`config.mk`:
```
export PLATFORM = sky130hd
export DESIGN_NAME = round_robin_wait_times_flat
export DESIGN_NICKNAME = d
export VERILOG_FILES = /design/src/hw/rtl/rrwt_pkg.sv /design/src/hw/rtl/rrwt_if.sv /design/src/hw/rtl/rrwt_csr.sv /design/src/hw/rtl/rrwt_table.sv /design/src/hw/rtl/rrwt_alu.sv /design/src/hw/rtl/rrwt_seq.sv /design/src/hw/rtl/round_robin_wait_times.sv /design/src/flat_wrapper.sv
export SDC_FILE = /design/constraint.sdc
export NUM_CORES = 1
export LEC_CHECK = 0
export BUFFER_PORTS_ARGS = -buffer_cell sky130_fd_sc_hd__clkbuf_2
export CORE_MARGIN = 4
export CORE_UTILIZATION = 35
export DETAILED_ROUTE_END_ITERATION = 6
export GPL_ROUTABILITY_DRIVEN = 0
export PLACE_DENSITY_LB_ADDON = 0.08
export SYNTH_ARGS = -nofsm -noshare
export SYNTH_HDL_FRONTEND = slang
export SYNTH_SLANG_ARGS = --single-unit
```
`constraint.sdc`:
```
create_clock -name clock -period 23.4 [get_ports clock]
set_input_delay 4.68 -clock clock [delete_from_list [all_inputs] [get_ports clock]]
set_output_delay 4.68 -clock clock [all_outputs]
set_load 0.005 [all_outputs]
```
`src/hw/rtl/rrwt_pkg.sv`:
```
// ----------------------------------------------------------------------------
// rrwt_pkg: shared definitions for the round-robin wait-time block
// Defaults, field widths, saturation limits, register indexes and sequencer
// codes used across the block.
// ----------------------------------------------------------------------------
package rrwt_pkg;

   localparam int MAX_PROCS_DEF  = 16;
   localparam int BURST_BITS_DEF = 16;

   localparam int SLICE_W   = 16;
   localparam int TIME_W    = 20;
   localparam int SUM_W     = 24;
   localparam int INDEX_W   = 4;

   localparam logic [SLICE_W-1:0] SLICE_RESET = 16'd4;
   localparam logic [TIME_W-1:0]  TIME_MAX    = '1;
   localparam logic [SUM_W-1:0]   SUM_MAX     = '1;

   localparam int CSR_ADDR_W = 3;
   localparam int CSR_DATA_W = 32;
   localparam int CSR_INDEX_W = CSR_ADDR_W - 2;

   localparam logic [CSR_INDEX_W-1:0] REG_TIME_SLICE = 1'd0;

   typedef enum logic [3:0] {
      ST_LOAD,
      ST_RUN_RD,
      ST_RUN_CMP,
      ST_RUN_ADD,
      ST_RUN_WAIT,
      ST_OUT_RD,
      ST_OUT_TURN,
      ST_OUT_SW,
      ST_OUT_ST,
      ST_OUT_HOLD
   } rrwt_state_type;

   typedef enum logic {
      ALU_ADD,
      ALU_SUB
   } rrwt_alu_op_type;

endpackage

```
`src/hw/rtl/rrwt_if.sv`:
```
// ----------------------------------------------------------------------------
// rrwt_req_if / rrwt_rsp_if: request and result channels
// Valid/ready channels; a transfer happens when valid and ready are high.
// ----------------------------------------------------------------------------
interface rrwt_req_if #(
   parameter int BURST_BITS = 16
);
   logic                  valid;
   logic                  ready;
   logic [BURST_BITS-1:0] burst_len;
   logic                  last_process;

   modport source (output valid, output burst_len, output last_process, input ready);
   modport sink   (input valid, input burst_len, input last_process, output ready);
endinterface

interface rrwt_rsp_if;
   logic        valid;
   logic        ready;
   logic [3:0]  process_index;
   logic [19:0] waiting_time;
   logic [19:0] turnaround_time;
   logic [23:0] total_waiting;
   logic [23:0] total_turnaround;
   logic        last_result;

   modport source (output valid, output process_index, output waiting_time,
                   output turnaround_time, output total_waiting,
                   output total_turnaround, output last_result, input ready);
   modport sink   (input valid, input process_index, input waiting_time,
                   input turnaround_time, input total_waiting,
                   input total_turnaround, input last_result, output ready);
endinterface

```
`src/hw/rtl/rrwt_csr.sv`:
```
// ----------------------------------------------------------------------------
// rrwt_csr: configuration register file
// APB-style write and read of the time slice register.
// ----------------------------------------------------------------------------
module rrwt_csr
   import rrwt_pkg::*;
(
   input  logic                  clock,
   input  logic                  reset,
   input  logic                  csr_psel,
   input  logic                  csr_penable,
   input  logic                  csr_pwrite,
   input  logic [CSR_ADDR_W-1:0] csr_paddr,
   input  logic [CSR_DATA_W-1:0] csr_pwdata,
   output logic [CSR_DATA_W-1:0] csr_prdata,
   output logic                  csr_pready,
   output logic [SLICE_W-1:0]    time_slice
);

   logic [SLICE_W-1:0]     slice_ff;
   logic [SLICE_W-1:0]     slice_in;
   logic [CSR_INDEX_W-1:0] reg_index;
   logic                   wr_slice;

   assign reg_index = csr_paddr[CSR_ADDR_W-1:2];
   assign wr_slice  = csr_psel && csr_penable && csr_pwrite && csr_pready
                      && (reg_index == REG_TIME_SLICE);

   always_comb begin
      slice_in = slice_ff;
      if (wr_slice) begin
         slice_in = csr_pwdata[SLICE_W-1:0];
      end
   end

   always_ff @(posedge clock) begin
      if (reset) begin
         slice_ff <= SLICE_RESET;
      end else begin
         slice_ff <= slice_in;
      end
   end

   always_comb begin
      csr_prdata = '0;
      if (reg_index == REG_TIME_SLICE) begin
         csr_prdata = CSR_DATA_W'(slice_ff);
      end
   end

   assign csr_pready = 1'b1;
   assign time_slice = slice_ff;

endmodule

```
`src/hw/rtl/rrwt_table.sv`:
```
// ----------------------------------------------------------------------------
// rrwt_table: process table memory
// One write port and one registered read port holding burst, remaining work
// and waiting time per process.
// ----------------------------------------------------------------------------
module rrwt_table
   import rrwt_pkg::*;
#(
   parameter int DEPTH  = MAX_PROCS_DEF,
   parameter int WIDTH  = 56,
   parameter int ADDR_W = 4
) (
   input  logic              clock,
   input  logic              wr_en,
   input  logic [ADDR_W-1:0] wr_addr,
   input  logic [WIDTH-1:0]  wr_data,
   input  logic              rd_en,
   input  logic [ADDR_W-1:0] rd_addr,
   output logic [WIDTH-1:0]  rd_data
);

   logic [WIDTH-1:0] mem [DEPTH];
   logic [WIDTH-1:0] rd_data_ff;

   always_ff @(posedge clock) begin
      if (wr_en) begin
         mem[wr_addr] <= wr_data;
      end
   end

   always_ff @(posedge clock) begin
      if (rd_en) begin
         rd_data_ff <= mem[rd_addr];
      end
   end

   assign rd_data = rd_data_ff;

endmodule

```
`src/hw/rtl/rrwt_alu.sv`:
```
// ----------------------------------------------------------------------------
// rrwt_alu: shared adder/subtractor
// Single add or subtract shared by the arithmetic steps of the sequencer.
// ----------------------------------------------------------------------------
module rrwt_alu
   import rrwt_pkg::*;
#(
   parameter int WIDTH = 25
) (
   input  rrwt_alu_op_type  op,
   input  logic [WIDTH-1:0] a,
   input  logic [WIDTH-1:0] b,
   output logic [WIDTH-1:0] result
);

   always_comb begin
      unique case (op)
         ALU_ADD: result = a + b;
         ALU_SUB: result = a - b;
         default: result = a + b;
      endcase
   end

endmodule

```
`src/hw/rtl/rrwt_seq.sv`:
```
// ----------------------------------------------------------------------------
// rrwt_seq: load, time-slice and report sequencer
// Loads bursts into the table, walks round-robin passes through the shared
// ALU, then reports one result per process with saturating totals.
// ----------------------------------------------------------------------------
module rrwt_seq
   import rrwt_pkg::*;
#(
   parameter int MAX_PROCS  = MAX_PROCS_DEF,
   parameter int BURST_BITS = BURST_BITS_DEF,
   parameter int IDX_W      = 4,
   parameter int CLK_W      = 20,
   parameter int ENTRY_W    = 52,
   parameter int ALU_W      = 25
) (
   input  logic               clock,
   input  logic               reset,
   input  logic [SLICE_W-1:0] time_slice,
   rrwt_req_if.sink           req,
   rrwt_rsp_if.source         rsp,
   output logic               tbl_wr_en,
   output logic [IDX_W-1:0]   tbl_wr_addr,
   output logic [ENTRY_W-1:0] tbl_wr_data,
   output logic               tbl_rd_en,
   output logic [IDX_W-1:0]   tbl_rd_addr,
   input  logic [ENTRY_W-1:0] tbl_rd_data,
   output rrwt_alu_op_type    alu_op,
   output logic [ALU_W-1:0]   alu_a,
   output logic [ALU_W-1:0]   alu_b,
   input  logic [ALU_W-1:0]   alu_result
);

   localparam int CNT_W = $clog2(MAX_PROCS + 1);

   rrwt_state_type        state_ff, state_in;
   logic [IDX_W-1:0]      idx_ff, idx_in;
   logic [CNT_W-1:0]      count_ff, count_in;
   logic                  busy_ff, busy_in;
   logic                  finish_ff, finish_in;
   logic [BURST_BITS-1:0] addend_ff, addend_in;
   logic [CLK_W-1:0]      clock_ff, clock_in;
   logic [TIME_W-1:0]     wout_ff, wout_in;
   logic [TIME_W-1:0]     turn_ff, turn_in;
   logic [SUM_W-1:0]      sum_wait_ff, sum_wait_in;
   logic [SUM_W-1:0]      sum_turn_ff, sum_turn_in;

   logic [BURST_BITS-1:0] ent_burst;
   logic [BURST_BITS-1:0] ent_rem;
   logic [CLK_W-1:0]      ent_wait;
   logic [SLICE_W-1:0]    quantum;
   logic                  last_idx;
   logic                  rem_zero;
   logic                  rem_gt;
   logic                  accept;
   logic                  room;
   logic [ALU_W-1:0]      wait_wide;
   logic [TIME_W-1:0]     alu_time_sat;
   logic [TIME_W-1:0]     wait_time_sat;
   logic [SUM_W-1:0]      alu_sum_sat;

   assign ent_burst = tbl_rd_data[ENTRY_W-1 -: BURST_BITS];
   assign ent_rem   = tbl_rd_data[CLK_W+BURST_BITS-1 -: BURST_BITS];
   assign ent_wait  = tbl_rd_data[CLK_W-1:0];

   assign quantum   = (time_slice == '0) ? SLICE_W'(1) : time_slice;
   assign last_idx  = (CNT_W'(idx_ff) == (count_ff - CNT_W'(1)));
   assign rem_zero  = (ent_rem == '0);
   assign rem_gt    = !alu_result[ALU_W-1] && (alu_result != '0);
   assign accept    = req.valid && req.ready;
   assign room      = (count_ff < CNT_W'(MAX_PROCS));

   assign wait_wide     = ALU_W'(ent_wait);
   assign alu_time_sat  = (alu_result > ALU_W'(TIME_MAX)) ? TIME_MAX
                          : alu_result[TIME_W-1:0];
   assign wait_time_sat = (wait_wide > ALU_W'(TIME_MAX)) ? TIME_MAX
                          : wait_wide[TIME_W-1:0];
   assign alu_sum_sat   = (alu_result > ALU_W'(SUM_MAX)) ? SUM_MAX
                          : alu_result[SUM_W-1:0];

   // next state
   always_comb begin
      state_in = state_ff;
      unique case (state_ff)
         ST_LOAD: begin
            if (accept && req.last_process) begin
               state_in = ST_RUN_RD;
            end
         end
         ST_RUN_RD: state_in = ST_RUN_CMP;
         ST_RUN_CMP: begin
            if (!rem_zero) begin
               state_in = ST_RUN_ADD;
            end else if (last_idx && !busy_ff) begin
               state_in = ST_OUT_RD;
            end else begin
               state_in = ST_RUN_RD;
            end
         end
         ST_RUN_ADD: begin
            if (finish_ff) begin
               state_in = ST_RUN_WAIT;
            end else if (last_idx && !busy_ff) begin
               state_in = ST_OUT_RD;
            end else begin
               state_in = ST_RUN_RD;
            end
         end
         ST_RUN_WAIT: begin
            if (last_idx && !busy_ff) begin
               state_in = ST_OUT_RD;
            end else begin
               state_in = ST_RUN_RD;
            end
         end
         ST_OUT_RD:   state_in = ST_OUT_TURN;
         ST_OUT_TURN: state_in = ST_OUT_SW;
         ST_OUT_SW:   state_in = ST_OUT_ST;
         ST_OUT_ST:   state_in = ST_OUT_HOLD;
         ST_OUT_HOLD: begin
            if (rsp.ready) begin
               state_in = last_idx ? ST_LOAD : ST_OUT_RD;
            end
         end
         default: state_in = ST_LOAD;
      endcase
   end

   // datapath and memory control
   always_comb begin
      idx_in      = idx_ff;
      count_in    = count_ff;
      busy_in     = busy_ff;
      finish_in   = finish_ff;
      addend_in   = addend_ff;
      clock_in    = clock_ff;
      wout_in     = wout_ff;
      turn_in     = turn_ff;
      sum_wait_in = sum_wait_ff;
      sum_turn_in = sum_turn_ff;
      tbl_wr_en   = 1'b0;
      tbl_wr_addr = idx_ff;
      tbl_wr_data = {ent_burst, ent_rem, ent_wait};
      tbl_rd_en   = 1'b0;
      tbl_rd_addr = idx_ff;
      alu_op      = ALU_ADD;
      alu_a       = ALU_W'(clock_ff);
      alu_b       = ALU_W'(addend_ff);
      req.ready   = 1'b0;
      rsp.valid   = 1'b0;

      unique case (state_ff)
         ST_LOAD: begin
            req.ready = 1'b1;
            if (accept) begin
               if (room) begin
                  tbl_wr_en   = 1'b1;
                  tbl_wr_addr = count_ff[IDX_W-1:0];
                  tbl_wr_data = {req.burst_len, req.burst_len, CLK_W'(0)};
                  count_in    = count_ff + CNT_W'(1);
               end
               if (req.last_process) begin
                  idx_in   = '0;
                  busy_in  = 1'b0;
                  clock_in = '0;
               end
            end
         end
         ST_RUN_RD: begin
            tbl_rd_en = 1'b1;
         end
         ST_RUN_CMP: begin
            alu_op = ALU_SUB;
            alu_a  = ALU_W'(ent_rem);
            alu_b  = ALU_W'(quantum);
            if (rem_zero) begin
               idx_in  = last_idx ? '0 : idx_ff + IDX_W'(1);
               busy_in = last_idx ? 1'b0 : busy_ff;
            end else begin
               busy_in = 1'b1;
               if (rem_gt) begin
                  tbl_wr_en   = 1'b1;
                  tbl_wr_data = {ent_burst, alu_result[BURST_BITS-1:0], ent_wait};
                  addend_in   = BURST_BITS'(quantum);
                  finish_in   = 1'b0;
               end else begin
                  addend_in = ent_rem;
                  finish_in = 1'b1;
               end
            end
         end
         ST_RUN_ADD: begin
            clock_in = alu_result[CLK_W-1:0];
            if (!finish_ff) begin
               idx_in  = last_idx ? '0 : idx_ff + IDX_W'(1);
               busy_in = last_idx ? 1'b0 : busy_ff;
            end
         end
         ST_RUN_WAIT: begin
            alu_op      = ALU_SUB;
            alu_a       = ALU_W'(clock_ff);
            alu_b       = ALU_W'(ent_burst);
            tbl_wr_en   = 1'b1;
            tbl_wr_data = {ent_burst, BURST_BITS'(0), alu_result[CLK_W-1:0]};
            idx_in      = last_idx ? '0 : idx_ff + IDX_W'(1);
            busy_in     = last_idx ? 1'b0 : busy_ff;
         end
         ST_OUT_RD: begin
            tbl_rd_en = 1'b1;
         end
         ST_OUT_TURN: begin
            alu_a   = ALU_W'(ent_burst);
            alu_b   = wait_wide;
            turn_in = alu_time_sat;
            wout_in = wait_time_sat;
         end
         ST_OUT_SW: begin
            alu_a       = ALU_W'(sum_wait_ff);
            alu_b       = ALU_W'(wout_ff);
            sum_wait_in = alu_sum_sat;
         end
         ST_OUT_ST: begin
            alu_a       = ALU_W'(sum_turn_ff);
            alu_b       = ALU_W'(turn_ff);
            sum_turn_in = alu_sum_sat;
         end
         ST_OUT_HOLD: begin
            rsp.valid = 1'b1;
            if (rsp.ready) begin
               if (last_idx) begin
                  count_in    = '0;
                  clock_in    = '0;
                  sum_wait_in = '0;
                  sum_turn_in = '0;
               end else begin
                  idx_in = idx_ff + IDX_W'(1);
               end
            end
         end
         default: begin
         end
      endcase
   end

   always_ff @(posedge clock) begin
      if (reset) begin
         state_ff    <= ST_LOAD;
         idx_ff      <= '0;
         count_ff    <= '0;
         busy_ff     <= 1'b0;
         finish_ff   <= 1'b0;
         clock_ff    <= '0;
         sum_wait_ff <= '0;
         sum_turn_ff <= '0;
      end else begin
         state_ff    <= state_in;
         idx_ff      <= idx_in;
         count_ff    <= count_in;
         busy_ff     <= busy_in;
         finish_ff   <= finish_in;
         clock_ff    <= clock_in;
         sum_wait_ff <= sum_wait_in;
         sum_turn_ff <= sum_turn_in;
      end
   end

   always_ff @(posedge clock) begin
      addend_ff <= addend_in;
      wout_ff   <= wout_in;
      turn_ff   <= turn_in;
   end

   assign rsp.process_index    = INDEX_W'(idx_ff);
   assign rsp.waiting_time     = wout_ff;
   assign rsp.turnaround_time  = turn_ff;
   assign rsp.total_waiting    = sum_wait_ff;
   assign rsp.total_turnaround = sum_turn_ff;
   assign rsp.last_result      = last_idx;

endmodule

```
`src/hw/rtl/round_robin_wait_times.sv`:
```
// ----------------------------------------------------------------------------
// round_robin_wait_times: round-robin waiting and turnaround times
// Send one request per process carrying its burst time; last_process marks
// the final one of a set. Loading accepts one request per cycle. A burst
// that arrives when the table already holds MAX_PROCS entries is dropped.
// After the final request the block stops taking requests and simulates
// round-robin time slicing with the quantum in register time_slice (0 acts
// as 1). Each pass visits every loaded process through one shared adder: a
// finished process is read and compared, a quantum slice also advances the
// clock, and a completing process also writes its waiting time. A pass that
// finds no work left ends the run. Results then leave in load order, one
// per process; each is offered after read, turnaround and two total steps
// and held stable until rsp.ready is high, and the next is not begun until
// it is taken. Totals saturate at their maximum. On the cycle after the last
// result the block has cleared the set and takes requests again. Reset
// empties the set, clears the totals and sets time_slice to 4. The table is
// written before it is read, so it needs no clearing pass.
// ----------------------------------------------------------------------------
module round_robin_wait_times
   import rrwt_pkg::*;
#(
   parameter int MAX_PROCS  = MAX_PROCS_DEF,
   parameter int BURST_BITS = BURST_BITS_DEF
) (
   input  logic                  clock,
   input  logic                  reset,
   rrwt_req_if.sink              req,
   rrwt_rsp_if.source            rsp,
   input  logic                  csr_psel,
   input  logic                  csr_penable,
   input  logic                  csr_pwrite,
   input  logic [CSR_ADDR_W-1:0] csr_paddr,
   input  logic [CSR_DATA_W-1:0] csr_pwdata,
   output logic [CSR_DATA_W-1:0] csr_prdata,
   output logic                  csr_pready
);

   localparam int IDX_W   = (MAX_PROCS > 1) ? $clog2(MAX_PROCS) : 1;
   localparam int CLK_W   = BURST_BITS + $clog2(MAX_PROCS);
   localparam int ENTRY_W = 2 * BURST_BITS + CLK_W;
   localparam int ALU_W   = ((CLK_W > SUM_W) ? CLK_W : SUM_W) + 1;

   logic [SLICE_W-1:0] time_slice;
   logic               tbl_wr_en;
   logic [IDX_W-1:0]   tbl_wr_addr;
   logic [ENTRY_W-1:0] tbl_wr_data;
   logic               tbl_rd_en;
   logic [IDX_W-1:0]   tbl_rd_addr;
   logic [ENTRY_W-1:0] tbl_rd_data;
   rrwt_alu_op_type    alu_op;
   logic [ALU_W-1:0]   alu_a;
   logic [ALU_W-1:0]   alu_b;
   logic [ALU_W-1:0]   alu_result;

   rrwt_csr u_csr (
      .clock       (clock),
      .reset       (reset),
      .csr_psel    (csr_psel),
      .csr_penable (csr_penable),
      .csr_pwrite  (csr_pwrite),
      .csr_paddr   (csr_paddr),
      .csr_pwdata  (csr_pwdata),
      .csr_prdata  (csr_prdata),
      .csr_pready  (csr_pready),
      .time_slice  (time_slice)
   );

   rrwt_table #(
      .DEPTH  (MAX_PROCS),
      .WIDTH  (ENTRY_W),
      .ADDR_W (IDX_W)
   ) u_table (
      .clock   (clock),
      .wr_en   (tbl_wr_en),
      .wr_addr (tbl_wr_addr),
      .wr_data (tbl_wr_data),
      .rd_en   (tbl_rd_en),
      .rd_addr (tbl_rd_addr),
      .rd_data (tbl_rd_data)
   );

   rrwt_alu #(
      .WIDTH (ALU_W)
   ) u_alu (
      .op     (alu_op),
      .a      (alu_a),
      .b      (alu_b),
      .result (alu_result)
   );

   rrwt_seq #(
      .MAX_PROCS  (MAX_PROCS),
      .BURST_BITS (BURST_BITS),
      .IDX_W      (IDX_W),
      .CLK_W      (CLK_W),
      .ENTRY_W    (ENTRY_W),
      .ALU_W      (ALU_W)
   ) u_seq (
      .clock       (clock),
      .reset       (reset),
      .time_slice  (time_slice),
      .req         (req),
      .rsp         (rsp),
      .tbl_wr_en   (tbl_wr_en),
      .tbl_wr_addr (tbl_wr_addr),
      .tbl_wr_data (tbl_wr_data),
      .tbl_rd_en   (tbl_rd_en),
      .tbl_rd_addr (tbl_rd_addr),
      .tbl_rd_data (tbl_rd_data),
      .alu_op      (alu_op),
      .alu_a       (alu_a),
      .alu_b       (alu_b),
      .alu_result  (alu_result)
   );

endmodule

```
`src/flat_wrapper.sv`:
```
// flat-port wrapper written by rule: the top's interface ports become plain ports
module round_robin_wait_times_flat import rrwt_pkg::*;
#(
   parameter int MAX_PROCS  = MAX_PROCS_DEF,
   parameter int BURST_BITS = BURST_BITS_DEF
)
  (clock, reset, csr_psel, csr_penable, csr_pwrite, csr_paddr, csr_pwdata, csr_prdata, csr_pready, req_valid, req_burst_len, req_last_process, req_ready, rsp_valid, rsp_process_index, rsp_waiting_time, rsp_turnaround_time, rsp_total_waiting, rsp_total_turnaround, rsp_last_result, rsp_ready);
  rrwt_req_if #(.BURST_BITS(BURST_BITS)) req_i ();
  rrwt_rsp_if rsp_i ();
  input  logic clock;
  input  logic reset;
  input  logic csr_psel;
  input  logic csr_penable;
  input  logic csr_pwrite;
  input  logic [CSR_ADDR_W-1:0] csr_paddr;
  input  logic [CSR_DATA_W-1:0] csr_pwdata;
  output logic [CSR_DATA_W-1:0] csr_prdata;
  output logic csr_pready;
  input wire logic [$bits(req_i.valid)-1:0] req_valid;
  input wire logic [$bits(req_i.burst_len)-1:0] req_burst_len;
  input wire logic [$bits(req_i.last_process)-1:0] req_last_process;
  output wire logic [$bits(req_i.ready)-1:0] req_ready;
  output wire logic [$bits(rsp_i.valid)-1:0] rsp_valid;
  output wire logic [$bits(rsp_i.process_index)-1:0] rsp_process_index;
  output wire logic [$bits(rsp_i.waiting_time)-1:0] rsp_waiting_time;
  output wire logic [$bits(rsp_i.turnaround_time)-1:0] rsp_turnaround_time;
  output wire logic [$bits(rsp_i.total_waiting)-1:0] rsp_total_waiting;
  output wire logic [$bits(rsp_i.total_turnaround)-1:0] rsp_total_turnaround;
  output wire logic [$bits(rsp_i.last_result)-1:0] rsp_last_result;
  input wire logic [$bits(rsp_i.ready)-1:0] rsp_ready;
  assign req_i.valid = req_valid;
  assign req_i.burst_len = req_burst_len;
  assign req_i.last_process = req_last_process;
  assign req_ready = req_i.ready;
  assign rsp_valid = rsp_i.valid;
  assign rsp_process_index = rsp_i.process_index;
  assign rsp_waiting_time = rsp_i.waiting_time;
  assign rsp_turnaround_time = rsp_i.turnaround_time;
  assign rsp_total_waiting = rsp_i.total_waiting;
  assign rsp_total_turnaround = rsp_i.total_turnaround;
  assign rsp_last_result = rsp_i.last_result;
  assign rsp_i.ready = rsp_ready;
  round_robin_wait_times #(.MAX_PROCS(MAX_PROCS), .BURST_BITS(BURST_BITS)) u_core (.clock(clock), .reset(reset), .req(req_i), .rsp(rsp_i), .csr_psel(csr_psel), .csr_penable(csr_penable), .csr_pwrite(csr_pwrite), .csr_paddr(csr_paddr), .csr_pwdata(csr_pwdata), .csr_prdata(csr_prdata), .csr_pready(csr_pready));
endmodule
```
==> impl_metrics.py, run 1 <==
metrics = {
    "run_status": {
        "outcome": "completed",
    },
    "setup_path": {
        "critical-path-slowest-cell": "sky130_fd_sc_hd__and3b_1",
        "timing.critical_path.fanout_max": 38,
        "worstSetupPathDepth": 24,
        "worst-setup-path-type": "reg2reg",
        "cp.required_ns": 23.72,
        "rr_startpoint": "u_core.u_seq.state_ff[2]",
        "worst-r2r-cell-count": 24,
        "worstReg2RegEnd": "u_core.u_table.mem[11][17]",
        "r2r_setup_slack_ns": 13.03,
        "cp_num_buf_inv": 4,
        "timing.critical_path.to": "u_core.u_table.mem[11][17]",
        "worstSetupEndpointType": "flop",
        "timing.critical_path.from_type": "flop",
        "critical_path.startpoint": "u_core.u_seq.state_ff[2]",
        "crit_path_cell_trace": "and3b_1 -> a211o_1 -> o2111ai_1 -> and2_1 -> inv_1 -> ha_1 -> inv_1 -> nor4_1 -> nand3b_1 -> o21ai_0 -> xor2_1 -> ha_1 -> a211o_1 -> a211oi_1 -> o31ai_1 -> o31ai_1 -> o211ai_1 -> nand4_1 -> nand4b_1 -> and2_1 -> buf_4 -> o21bai_1 -> o22ai_4 -> buf_4",
        "arrival_ns": 10.69,
        "crit_path_max_incr_delay_ns": 0.89,
        "crit_family": "compound AO/OA/AOI/OAI gates",
    },
    "route": {
        "drc": 0,
        "ant_nets": 0,
        "drt_first_iter_violations": 2967,
        "first_pass_iteration_count_of_the_detailed_router": 6,
        "drt_wl_total_mm": 149,
        "routedWlPerCell_um": 30.3,
        "via_per_inst": 5.75,
        "via_count": 28200,
    },
    "grt": {
        "use_met1_pct": 31.1,
        "grt_antenna_before_repair": 8,
        "grt.busiest_layer": "met2",
        "global_route_wire_length_before_repair_mm": 209,
        "grtUsageMet2_pct": 35.3,
        "grt_use_met3_pct": 3.22,
        "pin_count_of_the_biggest_net_entering_global_routing": 66,
        "overflow": 0,
        "groute.usage.overall_pct": 22.1,
        "first_global_vias": 27700,
    },
    "cells_and_area": {
        "multi_input_area_um2": 13400,
        "nets": 3247,
        "filler_cell_count": 11600,
        "layout.cells.non_filler": 4907,
        "layout_overhead_on_the_synthesized_area_pct": 14.6,
        "drive_gt1_share_pct": 19.1,
        "final-seq-area_um2": 30200,
    },
    "synth": {
        "post-synth-top-area-cell": "sky130_fd_sc_hd__edfxtp_1",
        "synthesis.area_per_instance_um2": 14.7,
        "area_contributors_post_synth": "sky130_fd_sc_hd__edfxtp_1 (64%), sky130_fd_sc_hd__mux4_2 (5.3%), sky130_fd_sc_hd__dfxtp_1 (4.5%)",
        "number_of_flops_mapped_to_enable_cells_by_yosys": 940,
        "synth.ff_latch_count": 1039,
        "synth.distinct_cells": 83,
        "area_of_the_mapped_netlist_um2": 44300,
        "synth-async-reset-ratio_pct": 0,
        "synth_ff_type": "sky130_fd_sc_hd__edfxtp_1",
        "ys_warns": 0,
        "netlist.area_leader.share_pct": 63.7,
        "seq_area_frac_synth_pct": 68.1,
        "post_synthesis_cells": 3016,
    },
    "floorplan": {
        "floorplan.die_area_um2": 132000,
        "pin_count": 187,
        "fp.dieH_um": 364,
        "rows": 130,
        "floorplan.initialDensity_pct": 35.3,
        "width_of_the_die_um": 364,
        "fp.coreArea_um2": 126000,
    },
    "clock_tree": {
        "tritoncts.num_buffers": 114,
        "clkSinkCount": 1039,
        "tritoncts": "built",
        "worst_skew_pair.late_latency_ns": 0.73,
        "hold_buffers_post_cts": 0,
        "post_cts.repair.setup_buffers": 0,
        "clockBufferDepth": 3,
        "cts-root-buf": "sky130_fd_sc_hd__clkbuf_16",
        "cts_resized": 0,
        "cts-htree-levels": 3,
        "cts.clk_slew.worst_paths_ns": 0.06,
    },
    "timing": {
        "achievable-frequency_mhz": 96.5,
        "max_slew.worst_pin.slew_ns": 1.33,
        "clock_skew_ns": 0.0395,
        "final-hold-violation-count": 0,
        "fin_setup_tns_ns": 0,
        "final_min_period_over_clock_period_pct": 44.3,
        "min_clock_period_post_route_ns": 10.37,
        "final-max-slew-violation-count": 0,
        "slew_headroom_pct": 10.8,
        "setup_viol_count_final": 0,
        "grt_setup_unrepaired": "false",
    },
    "pwr": {
        "combPwrFrac_pct": 17.4,
        "flop_pwr_share_pct": 46.3,
        "irDropWorstVdd_mv": 0.0652,
        "power_dissipated_by_switching_net_loads_uw": 1350,
        "power.clock.fraction_pct": 36.4,
        "switching_share_pct": 28.3,
        "cell_internal_pwr_uw": 3430,
        "ratio_of_total_power_to_cell_area_nw_per_um2": 94.1,
        "power_leakage_uw": 0.0167,
    },
    "placement": {
        "place_hpwl_mm": 90.1,
        "io_buffer_count": 151,
        "numPlacedInstances": 4688,
    },
    "job": {
        "number_of_maximum_capacitance_violations": 0,
    },
    "min_path": {
        "hold_path.class": "reg2reg",
    },
}
-- through the flow --
| stage | power (uW) | area [um^2] | setup WS [ns] | hold slack (ns) | utilization [%] |
|---|---|---|---|---|---|
| floorplan | 2730 | 44400 | 13.32 | 0.431 | - |
| detailed placement | 3080 | 47200 | 13.19 | 0.452 | 37.5 |
| global placement | 3060 | 47200 | 13.33 | 0.447 | 37.5 |
| global route | 4960 | 50800 | 12.64 | 0.474 | 40.4 |
| finish | 4780 | 50800 | 13.03 | 0.459 | 40.4 |
| CTS | 4820 | 50800 | 13.16 | 0.461 | 40.4 |
-- layer usage --
layer	share of wire, %	routed length, um	up-vias
met5	0	0	-
met4	3.0	4460	0
met3	6.8	10100	212
met2	46	69200	1153
met1	44	65100	14700
li1	-	-	12100
-- flip-flops by register name, summed over array words and instances (netlist names), 16 cells and up --
signal / count
u_core.u_seq.rsp.total_waiting: 24
u_core.u_seq.rsp.total_turnaround: 24
u_core.u_seq.rsp.waiting_time: 20
u_core.u_csr.time_slice: 16
u_core.u_table.mem: 832
u_core.u_seq.rsp.turnaround_time: 20
u_core.u_seq.addend_ff: 16
u_core.u_seq.clock_ff: 20
u_core.u_table.rd_data: 52
-- power groups by stage --
stage	clock network (uW)	registers, uW	logic [uW]
floorplan	0	2220	514
global placement	0	2250	810
detailed placement	0	2250	824
CTS	1780	2210	826
global route	1860	2220	883
finish	1740	2210	830
-- cell families (layout without fill, tap and decap cells) --
logic type / Yosys count / count (layout) / share of synthesized area (%)
AOI/OAI and AO/OA: 730 / 730 / 10.6
xor gates and xnor gates: 42 / 42 / 0.847
adders and majority gates: 31 / 31 / 0.892
buffers and inverters: 245 / 468 / 2.31
DFF: 1039 / 1039 / 68.1
muxes: 345 / 345 / 11.0
other: 2 / 20 / 0.0169
and+or+nand+nor: 582 / 582 / 6.24
-- cell type report --
| type | count | area share, % |
|---|---|---|
| well taps | 1650 | 4.06 |
| inverters | 18 | 0.133 |
| clock inverters | 72 | 1.22 |
| flip-flops and latches | 1039 | 59.5 |
| repair buffers | 237 | 2.76 |
| clock buffers | 141 | 5.87 |
| diodes | 3 | 0.0148 |
| multi-input cells | 1747 | 26.5 |
-- worst min-delay path, stage by stage (launching register included) --
cell and delay [ns]:
sky130_fd_sc_hd__dfxtp_1 0.32, sky130_fd_sc_hd__nand2_1 0.06, sky130_fd_sc_hd__nand2_1 0.04
-- Yosys cell counts (18+ instances only) --
cell type                  instances
sky130_fd_sc_hd__edfxtp_1        940
sky130_fd_sc_hd__nand2_1         268
sky130_fd_sc_hd__o21ai_0         214
sky130_fd_sc_hd__clkbuf_1        164
sky130_fd_sc_hd__mux2i_1         160
sky130_fd_sc_hd__a22oi_1         144
sky130_fd_sc_hd__a21oi_1         140
sky130_fd_sc_hd__nor2_1          114
sky130_fd_sc_hd__mux4_2          104
sky130_fd_sc_hd__dfxtp_1          99
sky130_fd_sc_hd__mux2_2           78
sky130_fd_sc_hd__a221oi_1         54
sky130_fd_sc_hd__a31oi_1          32
sky130_fd_sc_hd__ha_1             30
sky130_fd_sc_hd__nand3_1          30
sky130_fd_sc_hd__nor2b_1          28
sky130_fd_sc_hd__buf_1            27
sky130_fd_sc_hd__xnor2_1          23
sky130_fd_sc_hd__and3b_1          22
sky130_fd_sc_hd__nor3_1           22
sky130_fd_sc_hd__a22o_1           21
sky130_fd_sc_hd__buf_4            18
sky130_fd_sc_hd__inv_1            18
sky130_fd_sc_hd__xor2_1           18
-- cell usage in the layout (no fill, tap or decap), types with 11 or more instances in the layout --
cell and n:
sky130_fd_sc_hd__ha_1 30, sky130_fd_sc_hd__a22oi_1 144, sky130_fd_sc_hd__mux4_2 104, sky130_fd_sc_hd__xnor2_1 23, sky130_fd_sc_hd__nand3_1 30, sky130_fd_sc_hd__or3_1 16
sky130_fd_sc_hd__edfxtp_1 940, sky130_fd_sc_hd__conb_1 17, sky130_fd_sc_hd__clkinv_1 34, sky130_fd_sc_hd__inv_1 18, sky130_fd_sc_hd__a21oi_1 140, sky130_fd_sc_hd__dfxtp_1 94
sky130_fd_sc_hd__buf_4 86, sky130_fd_sc_hd__nor2b_1 26, sky130_fd_sc_hd__o21ai_0 208, sky130_fd_sc_hd__nand2_1 266, sky130_fd_sc_hd__a31oi_1 32, sky130_fd_sc_hd__a2111oi_0 12
sky130_fd_sc_hd__nor4_1 12, sky130_fd_sc_hd__clkbuf_2 151, sky130_fd_sc_hd__nor2_1 113, sky130_fd_sc_hd__o21a_1 11, sky130_fd_sc_hd__a22o_1 21, sky130_fd_sc_hd__clkinv_2 20
sky130_fd_sc_hd__xor2_1 18, sky130_fd_sc_hd__a21o_1 12, sky130_fd_sc_hd__clkbuf_1 24, sky130_fd_sc_hd__o22ai_4 15, sky130_fd_sc_hd__a221oi_1 54, sky130_fd_sc_hd__and3b_1 22
sky130_fd_sc_hd__nor3_1 21, sky130_fd_sc_hd__clkbuf_16 114, sky130_fd_sc_hd__mux2_2 78, sky130_fd_sc_hd__mux2i_1 160
-- how the worst min path moves through the flow --
stage | cells after the start | slack (ns) | endpoint | from
after CTS | 2 | 0.46 | u_core.u_seq.rsp.total_waiting[15] | u_core.u_seq.rsp.total_waiting[15]
after global placement | 2 | 0.45 | u_core.u_seq.busy_ff | u_core.u_seq.busy_ff
after detailed placement | 2 | 0.45 | u_core.u_seq.rsp.total_waiting[15] | u_core.u_seq.rsp.total_waiting[15]
after global routing | 2 | 0.47 | u_core.u_seq.rsp.total_waiting[15] | u_core.u_seq.rsp.total_waiting[15]
after floorplan | 2 | 0.43 | u_core.u_seq.busy_ff | u_core.u_seq.busy_ff
final | 2 | 0.46 | u_core.u_seq.rsp.total_waiting[1] | u_core.u_seq.rsp.total_waiting[1]
(Power assumes the default switching activity.)
==> run 2, diff against run 1 <==
==> constraint.sdc (replaced) <==
create_clock -name clock -period 8.9 [get_ports clock]
set_input_delay 1.78 -clock clock [delete_from_list [all_inputs] [get_ports clock]]
set_output_delay 1.78 -clock clock [all_outputs]
set_load 0.005 [all_outputs]
==> run 2 against run 1 <==
Effect of this change: maximum frequency up 24%; flip-flop and latch count unchanged; critical endpoint is now u_core.u_table.mem[12][33]; clock power rose to 2.6 times the previous value; cell area up 1.3%; final cell count up 0.71%; combinational power rose to 2.7 times the previous value; wire length down 1.4%; critical path type unchanged; highest routed layer unchanged; die area unchanged; clock skew about the same; count of clock-buffer cells in the layout up 4; utilization up 0.51 points.
==> impl_metrics.py, run 2 (synthesis gave the netlist of run 1 again) <==
metrics = {
    "cells_and_area": {
        "most-common-layout-cells": "sky130_fd_sc_hd__edfxtp_1 (940), sky130_fd_sc_hd__nand2_1 (266), sky130_fd_sc_hd__o21ai_0 (208), sky130_fd_sc_hd__mux2i_1 (160), sky130_fd_sc_hd__clkbuf_2 (151)",
        "drive_gt1_share_pct": 20.1,
        "max_flop_register": "u_core.u_table.mem",
        "layout_overhead_on_the_synthesized_area_pct": 16.0,
        "diodes": 0,
        "mostFrequentLayoutCell": "sky130_fd_sc_hd__edfxtp_1",
        "final_util_pct": 40.9,
        "nets": 3291,
        "flip_flop_count_of_the_largest_register_all_copies_and_words_added": 832,
        "finalInstanceArea_um2": 51500,
        "layout.cells.non_filler": 4942,
    },
    "route": {
        "routedWlPerCell_um": 29.7,
        "drt_wl_total_mm": 147,
        "drt_first_iter_violations": 2512,
        "via_count": 28100,
        "drc": 0,
        "ant_nets": 0,
        "via_per_inst": 5.68,
        "first_pass_iteration_count_of_the_detailed_router": 6,
    },
    "timing": {
        "final-hold-violation-count": 0,
        "achievable-frequency_mhz": 120,
        "setup_viol_count_final": 0,
        "final-max-slew-violation-count": 0,
        "max_slew.worst_pin.slew_ns": 1.37,
        "slew_headroom_pct": 7.82,
        "clock_skew_ns": 0.0396,
        "fin_setup_tns_ns": 0,
        "final_min_period_over_clock_period_pct": 94.0,
        "grt_setup_unrepaired": "false",
        "min_clock_period_post_route_ns": 8.36,
    },
    "clock_tree": {
        "cts-htree-levels": 3,
        "cts.clk_slew.worst_paths_ns": 0.06,
        "tritoncts.num_buffers": 111,
        "clockBufferDepth": 3,
        "worst_skew_pair.late_latency_ns": 0.74,
        "hold_buffers_post_cts": 0,
        "cts-root-buf": "sky130_fd_sc_hd__clkbuf_16",
        "tritoncts": "built",
        "cts_resized": 0,
        "post_cts.repair.setup_buffers": 0,
        "clkSinkCount": 1039,
    },
    "floorplan": {
        "fp.coreArea_um2": 126000,
        "floorplan.initialDensity_pct": 35.3,
        "floorplan.die_area_um2": 132000,
        "rows": 130,
        "width_of_the_die_um": 364,
        "fp.dieH_um": 364,
        "pin_count": 187,
    },
    "pwr": {
        "combPwrFrac_pct": 17.6,
        "switching_share_pct": 27.8,
        "irDropWorstVdd_mv": 0.170,
        "power_dissipated_by_switching_net_loads_uw": 3530,
        "power.clock.fraction_pct": 36.3,
        "ratio_of_total_power_to_cell_area_nw_per_um2": 246,
        "flop_pwr_share_pct": 46.0,
        "cell_internal_pwr_uw": 9140,
        "power_leakage_uw": 0.0170,
    },
    "placement": {
        "place_area_um2": 47900,
        "numPlacedInstances": 4737,
        "place_hpwl_mm": 91.6,
        "io_buffer_count": 151,
    },
    "setup_path": {
        "crit_path_max_incr_delay_ns": 1.12,
        "worstSetupEndpointType": "flop",
        "r2r_setup_slack_ns": 0.54,
        "crit_path_cell_trace": "or2_1 -> a211oi_1 -> nand2b_1 -> and2_1 -> inv_1 -> ha_1 -> inv_1 -> nor4_1 -> nand3b_1 -> buf_4 -> o21ai_0 -> xor2_1 -> ha_1 -> nand4_1 -> or3_1 -> a21oi_1 -> o31ai_1 -> buf_4 -> a211o_1 -> nand4_1 -> nand4b_1 -> and2_1 -> o21ai_0 -> a22oi_1",
        "timing.critical_path.fanout_max": 19,
        "rr_startpoint": "u_core.u_seq.state_ff[2]",
        "worst-setup-path-type": "reg2reg",
        "critical-path-slowest-cell": "sky130_fd_sc_hd__a22oi_1",
        "worst-r2r-cell-count": 24,
        "arrival_ns": 8.69,
        "timing.critical_path.from_type": "flop",
        "cp.required_ns": 9.22,
        "worstReg2RegEnd": "u_core.u_table.mem[12][33]",
    },
    "grt": {
        "pin_count_of_the_biggest_net_entering_global_routing": 103,
        "global_route_wire_length_before_repair_mm": 207,
        "grt_antenna_before_repair": 2,
        "overflow": 0,
        "groute.usage.overall_pct": 21.8,
        "first_global_vias": 27700,
    },
    "min_path": {
        "min_delay_path_depth": 2,
        "hold_path.class": "reg2reg",
        "hold_start": "u_core.u_seq.rsp.total_waiting[3]",
        "hold_end": "u_core.u_seq.rsp.total_waiting[3]",
    },
    "run_status": {
        "outcome": "completed",
    },
    "job": {
        "number_of_maximum_capacitance_violations": 0,
    },
}
## run 2: through the flow
stage | worst slack (ns) | total power (uW) | hold WS, ns
final | 0.538 | 12700 | 0.466
after global routing | 0.114 | 13100 | 0.473
after CTS | 0.722 | 12800 | 0.458
after detailed placement | 0.795 | 8150 | 0.449
after global placement | 0.940 | 8110 | 0.445
after floorplan | 0.159 | 7180 | 0.431
## run 2: worst max path at each step
| stage | start | slack (ns) | to | cells after the start |
|---|---|---|---|---|
| after detailed placement | u_core.u_seq.state_ff[2] | 0.80 | u_core.u_table.mem[3][23] | 24 |
| final | u_core.u_seq.state_ff[2] | 0.54 | u_core.u_table.mem[12][33] | 24 |
| after floorplan | u_core.u_seq.state_ff[2] | 0.16 | u_core.u_table.mem[0][0] | 22 |
| after global routing | u_core.u_seq.state_ff[2] | 0.11 | u_core.u_table.mem[1][33] | 24 |
| after CTS | u_core.u_seq.state_ff[2] | 0.72 | u_core.u_table.mem[11][23] | 24 |
| after global placement | u_core.u_seq.state_ff[2] | 0.94 | u_core.u_table.mem[2][23] | 24 |
## run 2: worst max-delay path: cells and delay by family (launching register included)
kind / cells / cell delay [ns]
and+or+nand+nor: 10 / 3.10
AOI/OAI and AO/OA: 7 / 3.00
adders and majority gates: 2 / 0.65
DFF: 1 / 0.53
buffers and inverters: 4 / 0.49
xor gates and xnor gates: 1 / 0.12
## run 2: power by group through the flow
| stage | registers (uW) | logic (uW) | clock network [uW] |
|---|---|---|---|
| after global placement | 5930 | 2180 | 0 |
| final | 5830 | 2240 | 4610 |
| after CTS | 5830 | 2230 | 4730 |
| after global routing | 5840 | 2380 | 4920 |
| after detailed placement | 5930 | 2220 | 0 |
| after floorplan | 5830 | 1350 | 0 |
## run 2: per-layer routing
layer | part of all wire [%] | track usage (%)
met5 | 0 | 0
met4 | 3.4 | 7.53
met3 | 6.0 | 3.19
met2 | 47 | 35.6
met1 | 44 | 30.0
## run 2: area by class of cell
class	instances	area (um^2)
clock inverter	59	628
tap	1650	2060
inverter	18	67.6
multi-input combinational	1747	13500
clock buffer	145	2970
timing repair buffer	284	2050
sequential	1039	30200
fill	11400	74300
==> run 3, diff against run 2 <==
--- a/config.mk
+++ b/config.mk
@@ -5,7 +5,8 @@
 export SDC_FILE = /design/constraint.sdc
 export NUM_CORES = 1
 export LEC_CHECK = 0
-export BUFFER_PORTS_ARGS = -buffer_cell sky130_fd_sc_hd__clkbuf_2
+export ABC_AREA = 0
+export BUFFER_PORTS_ARGS = -buffer_cell sky130_fd_sc_hd__buf_2
 export CORE_MARGIN = 4
 export CORE_UTILIZATION = 35
 export DETAILED_ROUTE_END_ITERATION = 6
==> run 3 against run 2 <==
Effect of this change: utilization increased by 0.18 points; largest cell class unchanged; power increased by 1.0%; clock skew decreased by 0.0020 ns; via count is 0.43% lower; highest routed layer unchanged.
==> impl_metrics.py, run 3 (synthesis gave the netlist of run 1 again) <==
metrics = {
    "route": {
        "first_pass_iteration_count_of_the_detailed_router": 5,
        "drc": 0,
        "drt_first_iter_violations": 2628,
        "routedWlPerCell_um": 29.8,
        "drt_wl_total_mm": 148,
        "ant_nets": 0,
        "via_count": 27900,
        "via_per_inst": 5.64,
    },
    "floorplan": {
        "fp.coreArea_um2": 126000,
        "pin_count": 187,
        "floorplan.die_area_um2": 132000,
        "fp.dieH_um": 364,
        "floorplan.initialDensity_pct": 35.3,
        "width_of_the_die_um": 364,
        "rows": 130,
    },
    "run_status": {
        "outcome": "completed",
    },
    "timing": {
        "setup_viol_count_final": 0,
        "max_slew.worst_pin.slew_ns": 1.37,
        "slew_headroom_pct": 8.78,
        "final_min_period_over_clock_period_pct": 94.4,
        "final-hold-violation-count": 0,
        "final-max-slew-violation-count": 0,
        "min_clock_period_post_route_ns": 8.40,
        "clock_skew_ns": 0.0375,
        "achievable-frequency_mhz": 119,
        "grt_setup_unrepaired": "false",
        "fin_setup_tns_ns": 0,
    },
    "pwr": {
        "cell_internal_pwr_uw": 9200,
        "switching_share_pct": 28.1,
        "ratio_of_total_power_to_cell_area_nw_per_um2": 248,
        "power_leakage_uw": 0.0172,
        "irDropWorstVdd_mv": 0.154,
        "power_dissipated_by_switching_net_loads_uw": 3600,
        "flop_pwr_share_pct": 45.4,
        "combPwrFrac_pct": 17.6,
        "power.clock.fraction_pct": 37.0,
    },
    "clock_tree": {
        "cts_resized": 0,
        "tritoncts": "built",
        "clockBufferDepth": 3,
        "tritoncts.num_buffers": 112,
        "hold_buffers_post_cts": 0,
        "cts-root-buf": "sky130_fd_sc_hd__clkbuf_16",
        "post_cts.repair.setup_buffers": 0,
        "clkSinkCount": 1039,
        "cts-htree-levels": 3,
        "cts.clk_slew.worst_paths_ns": 0.06,
        "worst_skew_pair.late_latency_ns": 0.74,
    },
    "grt": {
        "overflow": 0,
        "grt_antenna_before_repair": 10,
        "first_global_vias": 27600,
        "global_route_wire_length_before_repair_mm": 208,
        "groute.usage.overall_pct": 22.0,
        "pin_count_of_the_biggest_net_entering_global_routing": 98,
    },
    "setup_path": {
        "crit_path_max_incr_delay_ns": 1.05,
        "worst_path_most_repeated_cell": "sky130_fd_sc_hd__o31ai_1",
        "timing.critical_path.from_type": "flop",
        "worstReg2RegEnd": "u_core.u_table.mem[14][35]",
        "critical_path.startpoint": "u_core.u_seq.state_ff[3]",
        "worst-setup-path-type": "reg2reg",
        "rr_startpoint": "u_core.u_seq.state_ff[3]",
        "crit_family": "compound AO/OA/AOI/OAI gates",
        "r2r_setup_slack_ns": 0.50,
        "cp_num_buf_inv": 3,
        "worstSetupEndpointType": "flop",
        "crit_path_cell_trace": "nor4b_4 -> a211o_1 -> o2111ai_1 -> and2_1 -> inv_1 -> ha_1 -> inv_1 -> nor4_1 -> or2b_1 -> o31ai_1 -> xor2_1 -> ha_1 -> and2_1 -> a211oi_1 -> o31ai_1 -> o31ai_1 -> xnor2_1 -> nor4_1 -> nand4b_1 -> buf_4 -> o2111ai_2 -> o21ai_0 -> a22oi_1",
        "timing.critical_path.to": "u_core.u_table.mem[14][35]",
        "worstSetupPathDepth": 23,
        "arrival_ns": 8.73,
        "worst-r2r-cell-count": 23,
        "critical-path-slowest-cell": "sky130_fd_sc_hd__a22oi_1",
        "cp.required_ns": 9.23,
        "timing.critical_path.fanout_max": 16,
    },
    "cells_and_area": {
        "drive_gt1_share_pct": 20.6,
        "max_flop_register": "u_core.u_table.mem",
        "most-common-layout-cells": "sky130_fd_sc_hd__edfxtp_1 (940), sky130_fd_sc_hd__nand2_1 (266), sky130_fd_sc_hd__o21ai_0 (208), sky130_fd_sc_hd__mux2i_1 (160), sky130_fd_sc_hd__buf_2 (151)",
        "finalInstanceArea_um2": 51700,
        "flip_flop_count_of_the_largest_register_all_copies_and_words_added": 832,
        "filler_cell_count": 11500,
        "nets": 3289,
        "layout_overhead_on_the_synthesized_area_pct": 16.6,
        "mostFrequentLayoutCell": "sky130_fd_sc_hd__edfxtp_1",
    },
    "placement": {
        "place_area_um2": 47900,
        "io_buffer_count": 151,
        "place_hpwl_mm": 92.6,
    },
    "job": {
        "number_of_maximum_capacitance_violations": 0,
    },
    "min_path": {
        "hold_path.class": "reg2reg",
    },
}
-- run 3: worst min-delay path by stage --
stage	from	to	slack, ns	depth (start not counted)
3_3_place_gp	u_core.u_seq.busy_ff	u_core.u_seq.busy_ff	0.44	2
4_1_cts	u_core.u_seq.busy_ff	u_core.u_seq.busy_ff	0.45	2
6_report	u_core.u_seq.rsp.total_waiting[15]	u_core.u_seq.rsp.total_waiting[15]	0.46	2
2_1_floorplan	u_core.u_seq.busy_ff	u_core.u_seq.busy_ff	0.43	2
3_5_place_dp	u_core.u_seq.busy_ff	u_core.u_seq.busy_ff	0.45	2
5_1_grt	u_core.u_seq.rsp.total_waiting[15]	u_core.u_seq.rsp.total_waiting[15]	0.48	2
-- run 3: worst min-delay path, stage by stage (launching register included) --
cell,delay [ns]
sky130_fd_sc_hd__dfxtp_1,0.32
sky130_fd_sc_hd__nand2_1,0.05
sky130_fd_sc_hd__nand2_1,0.04
-- run 3: cell type report --
class	count	area (um^2)	area share, %
sequential	1039	30200	58.5
inverter	18	67.6	0.131
tap	1650	2060	3.99
antenna	2	5.00	0.00968
multi-input combinational	1747	13400	26.0
clock inverter	74	788	1.53
timing repair buffer	281	2130	4.13
clock buffer	140	2960	5.73
-- run 3: metrics by stage --
stage / instances / hold slack, ns / power (uW) / worst slack (ns) / utilization (%)
6_report: 4951 / 0.456 / 12800 / 0.503 / 41.1
5_1_grt: 4951 / 0.482 / 13300 / 0.0551 / 41.1
4_1_cts: 4949 / 0.455 / 12900 / 0.784 / 41.1
3_5_place_dp: 4735 / 0.446 / 8160 / 0.819 / 38.1
3_3_place_gp: 4735 / 0.444 / 8120 / 0.849 / 38.1
2_1_floorplan: 3031 / 0.431 / 7180 / 0.159 / -
-- run 3: layer usage --
layer	wire length, um	vias up	GRT usage (%)
met3	8760	182	3.16
met1	64900	14500	30.3
met5	0	-	0
met4	5170	0	8.06
li1	-	12200	-
met2	68800	1018	35.5
-- run 3: power groups by stage --
stage | sequential [uW] | clock (uW) | combinational [uW]
after CTS | 5810 | 4860 | 2250
after global routing | 5810 | 5060 | 2400
after global placement | 5900 | 0 | 2220
after floorplan | 5830 | 0 | 1350
after detailed placement | 5910 | 0 | 2250
final | 5810 | 4730 | 2260
